===== src/rtl/stq_pkg.sv =====
// Shared types and constants for the sorted timer queue.
// Used by the slot pool, the top level and the port checker.
`default_nettype none

package stq_pkg;

  localparam int unsigned SlotCount = 64;
  localparam int unsigned SlotW     = $clog2(SlotCount);
  localparam int unsigned CntW      = $clog2(SlotCount + 1);
  localparam int unsigned TimeW     = 32;
  localparam int unsigned TagW      = 8;

  localparam logic [TimeW-1:0] NoDeadline = {TimeW{1'b1}};

  typedef enum logic [1:0] {
    CmdAlloc = 2'd0,
    CmdFree  = 2'd1,
    CmdBind  = 2'd2,
    CmdSet   = 2'd3
  } cmd_e;

  typedef enum logic [1:0] {
    StOk     = 2'd0,
    StNoSlot = 2'd1,
    StFull   = 2'd2
  } status_e;

  typedef enum logic [3:0] {
    SqIdle,
    SqAlloc,
    SqSrchRd,
    SqSrchDl,
    SqSrchCmp,
    SqShRd,
    SqShWr,
    SqIns,
    SqHdRd,
    SqHdDl,
    SqHdUpd,
    SqResp
  } seq_e;

  typedef struct packed {
    logic             alloc;
    logic             mark;
    logic             clear;
    logic [SlotW-1:0] slot;
  } pool_req_t;

  typedef struct packed {
    logic             done;
    logic             found;
    logic [SlotW-1:0] given;
  } pool_rsp_t;

endpackage

`default_nettype wire


===== src/rtl/stq_slot_pool.sv =====
// Slot pool: one in-use flag per timer slot and a one-slot-per-cycle
// scan for the lowest free slot. Depends on stq_pkg.
`default_nettype none

module stq_slot_pool
  import stq_pkg::*;
(
  input  wire logic      clk_i,
  input  wire logic      rst_ni,
  input  wire pool_req_t req_i,
  output pool_rsp_t      rsp_o
);

  logic [SlotCount-1:0] used_q;
  logic                 scan_q;
  logic [SlotW-1:0]     idx_q;
  logic                 hit;
  logic                 last;

  assign hit  = scan_q && !used_q[idx_q];
  assign last = (idx_q == SlotW'(SlotCount - 1));

  assign rsp_o.done  = scan_q && (hit || last);
  assign rsp_o.found = hit;
  assign rsp_o.given = idx_q;

  always_ff @(posedge clk_i or negedge rst_ni) begin
    if (!rst_ni) begin
      used_q <= '0;
      scan_q <= 1'b0;
      idx_q  <= '0;
    end else begin
      if (req_i.clear) begin
        used_q[req_i.slot] <= 1'b0;
      end
      if (req_i.mark) begin
        used_q[req_i.slot] <= 1'b1;
      end
      if (req_i.alloc) begin
        scan_q <= 1'b1;
        idx_q  <= '0;
      end else if (scan_q) begin
        if (hit) begin
          used_q[idx_q] <= 1'b1;
          scan_q        <= 1'b0;
        end else if (last) begin
          scan_q <= 1'b0;
        end else begin
          idx_q <= idx_q + SlotW'(1);
        end
      end
    end
  end

endmodule

`default_nettype wire


===== src/rtl/sorted_timer_queue_unit.sv =====
// Top level of the sorted timer queue: command sequencer, ordered list and
// deadline stores. Depends on stq_pkg and stq_slot_pool.
`default_nettype none

// A command is taken when start is high and busy is low; its one result
// appears with done_o high for a single cycle and must be taken then, the
// receiver cannot stall it. Free and bind go straight to the result. Alloc
// scans the slot pool one slot per cycle from slot 0 up to the lowest free
// slot, or to the last slot when no slot is free. Set walks the ordered
// list through its one read port and the deadline store: each entry read in
// the search (the entries passed and the one it stops at) goes through a
// read, a deadline read and a compare step, each entry moved to open the
// gap through a read and a write step, then the insert, a head read, a head
// deadline read, the head update and the result step follow. A set on a full
// list returns at once with the list-full status.
module sorted_timer_queue_unit
  import stq_pkg::*;
(
  input  wire logic             clk_i,
  input  wire logic             rst_ni,
  input  wire logic             start,
  output logic                  busy,
  input  wire logic [1:0]       command_i,
  input  wire logic [SlotW-1:0] slot_id_i,
  input  wire logic [TagW-1:0]  tag_byte_i,
  input  wire logic [TimeW-1:0] timeout_ticks_i,
  input  wire logic [TimeW-1:0] now_time_i,
  output logic                  done_o,
  output logic [1:0]            status_o,
  output logic [SlotW-1:0]      given_slot_o,
  output logic [TimeW-1:0]      next_deadline_o,
  output logic [CntW-1:0]       active_count_o
);

  seq_e              state_q, state_d;
  logic [CntW-1:0]   len_q, len_d;
  logic [TimeW-1:0]  earliest_q, earliest_d;
  logic [CntW-1:0]   pos_q, pos_d;
  logic [CntW-1:0]   k_q, k_d;
  logic [CntW-1:0]   km1;
  logic [SlotW-1:0]  slot_q, slot_d;
  logic [TimeW-1:0]  dl_new_q, dl_new_d;
  status_e           status_q, status_d;
  logic [SlotW-1:0]  given_q, given_d;

  logic [TimeW-1:0]  dl_sum;
  logic              in_range;
  logic              full;

  logic [SlotW-1:0]  ord_mem [SlotCount];
  logic [TimeW-1:0]  dl_mem  [SlotCount];
  logic [TagW-1:0]   tag_mem [SlotCount];
  logic [SlotW-1:0]  ord_rd_q;
  logic [TimeW-1:0]  dl_rd_q;
  logic              ord_we;
  logic [SlotW-1:0]  ord_waddr;
  logic [SlotW-1:0]  ord_wdata;
  logic [SlotW-1:0]  ord_raddr;
  logic              dl_we;
  logic              tag_we;

  pool_req_t         pool_req;
  pool_rsp_t         pool_rsp;

  stq_slot_pool u_pool (
    .clk_i (clk_i),
    .rst_ni(rst_ni),
    .req_i (pool_req),
    .rsp_o (pool_rsp)
  );

  assign dl_sum   = now_time_i + timeout_ticks_i;
  assign in_range = {1'b0, slot_id_i} < CntW'(SlotCount);
  assign full     = (len_q == CntW'(SlotCount));
  assign km1      = k_q - CntW'(1);

  assign busy            = (state_q != SqIdle);
  assign status_o        = status_q;
  assign given_slot_o    = given_q;
  assign next_deadline_o = earliest_q;
  assign active_count_o  = len_q;

  // Ordered-list and deadline stores: one write and one registered read each cycle; tag store: write only
  always_ff @(posedge clk_i) begin
    if (ord_we) begin
      ord_mem[ord_waddr] <= ord_wdata;
    end
    ord_rd_q <= ord_mem[ord_raddr];
  end

  always_ff @(posedge clk_i) begin
    if (dl_we) begin
      dl_mem[slot_id_i] <= dl_sum;
    end
    dl_rd_q <= dl_mem[ord_rd_q];
  end

  always_ff @(posedge clk_i) begin
    if (tag_we) begin
      tag_mem[slot_id_i] <= tag_byte_i;
    end
  end

  always_ff @(posedge clk_i or negedge rst_ni) begin
    if (!rst_ni) begin
      state_q    <= SqIdle;
      len_q      <= '0;
      earliest_q <= NoDeadline;
    end else begin
      state_q    <= state_d;
      len_q      <= len_d;
      earliest_q <= earliest_d;
    end
  end

  always_ff @(posedge clk_i) begin
    pos_q    <= pos_d;
    k_q      <= k_d;
    slot_q   <= slot_d;
    dl_new_q <= dl_new_d;
    status_q <= status_d;
    given_q  <= given_d;
  end

  always_comb begin
    state_d    = state_q;
    len_d      = len_q;
    earliest_d = earliest_q;
    pos_d      = pos_q;
    k_d        = k_q;
    slot_d     = slot_q;
    dl_new_d   = dl_new_q;
    status_d   = status_q;
    given_d    = given_q;
    ord_we     = 1'b0;
    ord_waddr  = k_q[SlotW-1:0];
    ord_wdata  = ord_rd_q;
    ord_raddr  = pos_q[SlotW-1:0];
    dl_we      = 1'b0;
    tag_we     = 1'b0;
    pool_req   = '0;
    pool_req.slot = slot_id_i;
    done_o     = 1'b0;

    unique case (state_q)
      SqIdle: begin
        if (start) begin
          slot_d   = slot_id_i;
          dl_new_d = dl_sum;
          status_d = StOk;
          given_d  = '0;
          unique case (cmd_e'(command_i))
            CmdAlloc: begin
              pool_req.alloc = 1'b1;
              state_d        = SqAlloc;
            end
            CmdFree: begin
              pool_req.clear = in_range;
              state_d        = SqResp;
            end
            CmdBind: begin
              tag_we  = in_range;
              state_d = SqResp;
            end
            CmdSet: begin
              if (!in_range) begin
                state_d = SqResp;
              end else if (full) begin
                status_d = StFull;
                state_d  = SqResp;
              end else begin
                // store deadline first, so a relisted slot compares with it
                dl_we         = 1'b1;
                pool_req.mark = 1'b1;
                pos_d         = '0;
                state_d       = SqSrchRd;
              end
            end
            default: state_d = SqResp;
          endcase
        end
      end
      SqAlloc: begin
        if (pool_rsp.done) begin
          if (pool_rsp.found) begin
            given_d = pool_rsp.given;
          end else begin
            status_d = StNoSlot;
          end
          state_d = SqResp;
        end
      end
      SqSrchRd: begin
        if (pos_q < len_q) begin
          state_d = SqSrchDl;
        end else begin
          k_d     = len_q;
          state_d = SqIns;
        end
      end
      SqSrchDl: begin
        state_d = SqSrchCmp;
      end
      SqSrchCmp: begin
        if (dl_rd_q < dl_new_q) begin
          pos_d   = pos_q + CntW'(1);
          state_d = SqSrchRd;
        end else begin
          k_d     = len_q;
          state_d = (len_q > pos_q) ? SqShRd : SqIns;
        end
      end
      SqShRd: begin
        ord_raddr = km1[SlotW-1:0];
        state_d   = SqShWr;
      end
      SqShWr: begin
        // move entry k-1 up to k
        ord_we    = 1'b1;
        ord_waddr = k_q[SlotW-1:0];
        ord_wdata = ord_rd_q;
        k_d       = km1;
        state_d   = (km1 > pos_q) ? SqShRd : SqIns;
      end
      SqIns: begin
        ord_we    = 1'b1;
        ord_waddr = pos_q[SlotW-1:0];
        ord_wdata = slot_q;
        len_d     = len_q + CntW'(1);
        state_d   = SqHdRd;
      end
      SqHdRd: begin
        ord_raddr = '0;
        state_d   = SqHdDl;
      end
      SqHdDl: begin
        state_d = SqHdUpd;
      end
      SqHdUpd: begin
        earliest_d = dl_rd_q;
        state_d    = SqResp;
      end
      SqResp: begin
        done_o  = 1'b1;
        state_d = SqIdle;
      end
      default: state_d = SqIdle;
    endcase
  end

endmodule

`default_nettype wire


===== config.mk =====
export PLATFORM = sky130hd
export DESIGN_NAME = sorted_timer_queue_unit
export DESIGN_NICKNAME = d
export VERILOG_FILES = /design/src/rtl/stq_pkg.sv /design/src/rtl/stq_slot_pool.sv /design/src/rtl/sorted_timer_queue_unit.sv
export SDC_FILE = /design/constraint.sdc
export NUM_CORES = 2
export LEC_CHECK = 0
export BUFFER_PORTS_ARGS = -buffer_cell sky130_fd_sc_hd__buf_4
export CAP_MARGIN = 10
export CORE_MARGIN = 3
export CORE_UTILIZATION = 60
export CTS_CLUSTER_SIZE = 28
export DETAILED_ROUTE_END_ITERATION = 8
export PLACE_DENSITY_LB_ADDON = 0.2
export SLEW_MARGIN = 30
export SYNTH_ARGS = -nofsm -noshare
export SYNTH_HDL_FRONTEND = slang
export SYNTH_SLANG_ARGS = --single-unit

===== constraint.sdc =====
create_clock -name clk_i -period 9.5 [get_ports clk_i]
set_clock_uncertainty 0.15 [all_clocks]
set_input_delay 0 -clock clk_i [delete_from_list [all_inputs] [get_ports clk_i]]
set_output_delay 0 -clock clk_i [all_outputs]
set_load 0.005 [all_outputs]

Word-level counts from Yosys, hierarchy flattened:

Memories as Yosys holds them, arrays and structs flattened. A register that Yosys moved wholly into a read port is not among the register bits.
Cells that the tools add are included.

* add/sub/neg operators: 5
* multiply operators: 0
* divide/modulo/power cells: 0
* $lt $le $gt $ge: 8
* eq/ne operators: 27
* shifts and indexed selects: 0
* muxes and demuxes: 63
* bitwise gates (word level): 4
* reduce and logical (&&, ||, !) cells: 22

Operators by type and width (count)
* $mux 64: 5
* $or 64x64->64: 2
* $and 64x64->64: 1
* $not 64->64: 1
* $mux 6: 9
* $pmux 4 s11: 1
* $mux 7: 6
* $add 32x32->32: 1
* $lt 32x32->1: 1
* $pmux 6 s2: 2
* $pmux 7 s3: 1
* $mux 1: 19
* $ne 2x2->1 const B: 9
* $eq 4x3->1 const B: 4
* $eq 4x4->1 const B: 4
* $add 7x1->7 const B: 2
* $gt 7x7->1: 2
* $lt 6x7->1 const B: 2
* $mux 2: 7
* $pmux 7 s2: 1
* $demux 1 s6: 2
* $ge 6x1->1 const B: 2
* $mux 3: 4
* $mux 4: 3
* 26 further kinds: 38

* bits in registers: 174
* bits in latches: 0
* RAM bits: 2432
* ROM bits: 0
* output and inout bits: 49
* word-level logic and storage cells: 143
* memories: 2

Memory list
* dl_mem: words 64, width 32, rd ports 1, clocked after Yosys merged registers in 1, write ports 1, line sorted_timer_queue_unit.sv:51 `logic [TimeW-1:0] dl_mem [SlotCount];`
* ord_mem: words 64, width 6, rd ports 1, clocked after Yosys merged registers in 1, write ports 1, line sorted_timer_queue_unit.sv:50 `logic [SlotW-1:0] ord_mem [SlotCount];`

Depth between registers and ports, before layout:

* depth after elaboration: 13
* mapped depth: 15
* gate-level depth less buffers: 13

By module:

Synthesis repeated with hierarchy kept, for this count alone.

* cells, all modules: 5226
* area total of the unflattened synthesis: 104699.2 um^2

By module, submodules not included
* sorted_timer_queue_unit: times used 1, cells each 4839, area an instance 100779.2 um^2, sequential area each 76708.6 um^2
* stq_slot_pool: times used 1, cells each 387, area an instance 3920.0 um^2, sequential area each 1776.7 um^2

Worst setup path after synthesis:

No wires, ideal clock.

* path type: input to register
* start point: in timeout_ticks_i[0]
* end point: mem dl_mem[0][30] (data pin)
* library setup time: 0.737 ns
* data arrival time: 4.477 ns
* required time: 8.613 ns
* slack: 4.136 ns
* stages on the path: 11
* cell sequence: ha_1 > inv_1 > fa_1 > nor2b_1 > o21ai_0 > a21oi_1 > o21a_1 > o2111ai_1 > a21boi_1 > o221ai_1 > o311ai_1

* longest elaborated chain between the ends: 1

RTL lines
* start, declared: line sorted_timer_queue_unit.sv:26 `input wire logic [TimeW-1:0] timeout_ticks_i,`
* $add 32x32->32: line sorted_timer_queue_unit.sv:72 `assign dl_sum = now_time_i + timeout_ticks_i;`
* named net dl_sum[30]: line sorted_timer_queue_unit.sv:46 `logic [TimeW-1:0] dl_sum;`
* end, declared: line sorted_timer_queue_unit.sv:51

The timed path passes the listed nets, and every way through them passes these cells.

Worst setup path in the final report:

* start point: reg state_q[0]
* end point: mem dl_mem[27][0], enable pin

* longest elaborated chain between the ends: 4

RTL lines
* start, declared: line sorted_timer_queue_unit.sv:35 `seq_e state_q, state_d;`
* start signal, assigned: line sorted_timer_queue_unit.sv:106 `state_q <= SqIdle;`
* start signal, assigned: line sorted_timer_queue_unit.sv:110 `state_q <= state_d;`
* $logic_not 4->1: line sorted_timer_queue_unit.sv:145 `unique case (state_q)`
* $mux 1: line sorted_timer_queue_unit.sv:145
* $mux 1: line sorted_timer_queue_unit.sv:92 `if (dl_we) begin`
* $mux 1 (not written as such): line sorted_timer_queue_unit.sv:93 `dl_mem[slot_id_i] <= dl_sum;`

No other way between the ends.

==> impl_metrics.tcl <==
set metrics [dict create \
    grt_pass1_vias 54700 \
    final_util_pct 69.1 \
    io_pins 132 \
    path_clk_slew_ps 60 \
    die_h_um 424 \
    critical_path_required_ps 9870 \
    clock_latency_ps 900 \
    cts.path.max_buffers 4 \
    yosysWarnings 0 \
    cts_buffers 276 \
    postRouteAntennaNets 0 \
    cts_resized 0 \
    dp_cells 7556 \
    area_growth_pct 13.8 \
    cp-end-kind "flop" \
    drcViolationCount 0 \
    dr.pass1.iters 6 \
    synthTopCellsByArea "edfxtp_1, mux4_2, dfrtp_1" \
    path_max_fanout 43 \
    rsz0062_at_grt "no" \
    num_vias 54000 \
    synth_edf_count 2492 \
    yosysMostFrequentCell "edfxtp_1" \
    grt_max_degree 144 \
    total_power_mw 34.7 \
    min_period_ps 4820 \
    post_cts_buffers 0 \
    cts_root_buffer "clkbuf_16" \
    ys_async_sr_fraction_pct 4.31 \
    cts_tree "built" \
    grt_remaining_overflow 0 \
    core.rowCount 152 \
    syn_avg_cell_area_um2 20.0 \
    drv_slew 0 \
    period_share_pct 50.7 \
    worst_slew_pin_slew_ps 1080 \
    synth_top_area_share_pct 71.4 \
    finalNonFillerCells 8127 \
    cp_slowest_cell "dfrtp_1" \
    crit_buf_inv 2 \
    vias_per_cell 6.65 \
    fp.dieArea_mm2 0.180 \
    initial_core_util_pct 60.7 \
    critPathKind "flop to flop" \
    p_leak_nw 39.0 \
    grt_pass1_wl_um 372000 \
    wirelength_um 252000 \
    hpwlAfterDp_um 138000 \
    fmax_ghz 0.208 \
    ys_seq_area_share_pct 74.9 \
    synth_cell_types 92 \
    cp-start-kind "flop" \
    synth_seq_cells 2644 \
    whs_ps 62.2 \
    dpl-instance-area_mm2 0.110 \
    synthFlopType "edfxtp_1" \
    cts_max_level 5 \
    tns_ps 0 \
    setup_violations 0 \
    grt_usage_pct 28.6 \
    critPathMaxStageDelay_ps 620 \
    synth_common_cells "edfxtp_1, mux4_2, nand2_1" \
    crit_chain "nor2_1 -> and3_2 -> buf_4 -> nand3b_1 -> nor2_1 -> nand2_2 -> nor2_4 -> buf_4" \
    antenna_found_initial 16 \
    yosys.area.top_type "edfxtp_1" \
    drive_above_1_share_pct 26.8 \
    fin_area_mm2 0.119 \
    status "finished, final reports clean" \
    nets 5792 \
    irDropWorstVdd_mv 0.296 \
    die_width_um 424 \
    fin_ws_ps 4680 \
    maxCapViolCount 0 \
    slew_headroom_pct 27.9 \
    hold_viol_final 0 \
    worstPathArrival_ps 5190 \
    core_area_mm2 0.173 \
    mappedNetlistNets 5416 \
    wire_per_inst_um 31.0 \
    pre_cts_slack_ps 4800 \
    dr.first_iter.drc_count 7129 \
    hp-class "input port to flop" \
    cp_top_family "simple AND/OR/NAND/NOR gates" \
    power.density_mw_per_mm2 291 \
    syn-cell-area_mm2 0.105 \
    routabilityCongestion 0.879 \
    clkSinkCount 2644 \
    syn-instance-count 5247 \
    portBuffers 123 \
]
==> cell type report <==
cell class / count / area, µm²
Sequential cell: 2644 / 78500
Fill cell: 10600 / 53400
Multi-Input combinational cell: 2255 / 25800
Clock buffer: 378 / 7640
Timing Repair Buffer: 371 / 3240
Tap cell: 2310 / 2890
Clock inverter: 88 / 940
Inverter: 75 / 282
Antenna cell: 6 / 15.0
==> worst paths after layout <==
check                                       startpoint                     endpoint  slack [ps]  cells after the start
max                             state_q[0]$_DFFE_PN0P_      dl_mem[27][0]$_DFFE_PP_        4680                      8
min                                timeout_ticks_i[22]     dl_mem[32][22]$_DFFE_PP_          60                      4
max reg2reg                     state_q[0]$_DFFE_PN0P_      dl_mem[27][0]$_DFFE_PP_        4680                      8
min reg2reg                u_pool.used_q[54]$_DFF_PN0_  u_pool.used_q[54]$_DFF_PN0_         370                      2
max in group asynchronous                       rst_ni  u_pool.idx_q[1]$_DFFE_PN0P_        7920                      5
min in group asynchronous                       rst_ni   u_pool.used_q[0]$_DFF_PN0_         580                      5
==> per-layer routing <==
metal  vias up  track usage (%)  part of all wire [%]
met5         -                0                 0.010
met4         4             8.62                   2.9
met3       486             6.00                   9.9
met2      3017             45.5                    49
met1     28300             40.6                    38
li1      22300                -                     -
==> cell usage in the layout (no fill, tap or decap), types with 12 or more instances in the layout <==
cell type / netlist / final
a22oi_1: 13 / 13
nor2b_1: 17 / 17
clkbuf_16: 0 / 287
edfxtp_1: 2492 / 2492
clkbuf_8: 0 / 12
dfstp_2: 32 / 32
dlygate4sd3_1: 0 / 94
o21ai_0: 125 / 125
nand4_1: 13 / 13
clkinv_2: 0 / 23
nand3_1: 171 / 171
mux4_2: 695 / 695
a21oi_1: 68 / 68
mux2_2: 37 / 37
clkbuf_1: 147 / 79
nor2_4: 2 / 67
nor2_1: 180 / 115
clkinv_1: 0 / 31
inv_1: 73 / 73
nand2_1: 449 / 442
dfxtp_1: 38 / 32
buf_4: 9 / 258
a21o_1: 26 / 26
a311oi_1: 19 / 19
dfrtp_1: 82 / 81
o221ai_1: 68 / 68
nor3_1: 24 / 24
xnor2_1: 37 / 16
ha_1: 85 / 84
and3_1: 26 / 25
bufinv_16: 0 / 20
xnor2_2: 0 / 21
==> power breakdown <==
group          switching [mW]  leakage (nW)  internal, mW  total, mW
Clock                    4.24          4.16          6.15       10.4
Combinational            5.53          10.7          4.25       9.77
Sequential              0.556          24.1          14.0       14.6
==> worst reg2reg max path, cell delays in order, from the launching register on <==
cell and delay, ps:
dfrtp_1 620, nor2_1 480, and3_2 250, buf_4 550, nand3b_1 330, nor2_1 310, nand2_2 610, nor2_4 610
buf_4 500
==> sequential cells by signal (all words and copies together) (netlist names) <==
signal	flops
status_o	2
given_slot_o	6
k_q	7
dl_mem	2048
active_count_o	7
u_pool.scan_q	1
u_pool.idx_q	6
ord_mem	384
u_pool.used_q	64
slot_q	6
dl_rd_q	32
ord_rd_q	6
pos_q	7
next_deadline_o	32
dl_new_q	32
state_q	4
==> kinds of logic (layout without fill, tap and decap cells) <==
logic type / count (synthesis) / in the layout / synth area share [%]
other cells: 0 / 6 / 0
buf+inv: 348 / 912 / 1.40
simple gates: 954 / 954 / 4.11
fa+ha+maj: 86 / 86 / 1.03
mux: 745 / 745 / 15.5
flops: 2644 / 2644 / 74.9
xor+xnor: 45 / 45 / 0.376
compound gates: 425 / 425 / 2.75
==> timing repair <==
item / in CTS / in global routing
endpoints found under the hold margin: 2091 / 0
setup endpoints to repair: 0 / 0
hold buffers: 96 / 0
Power figures use the tool's default switching activity.
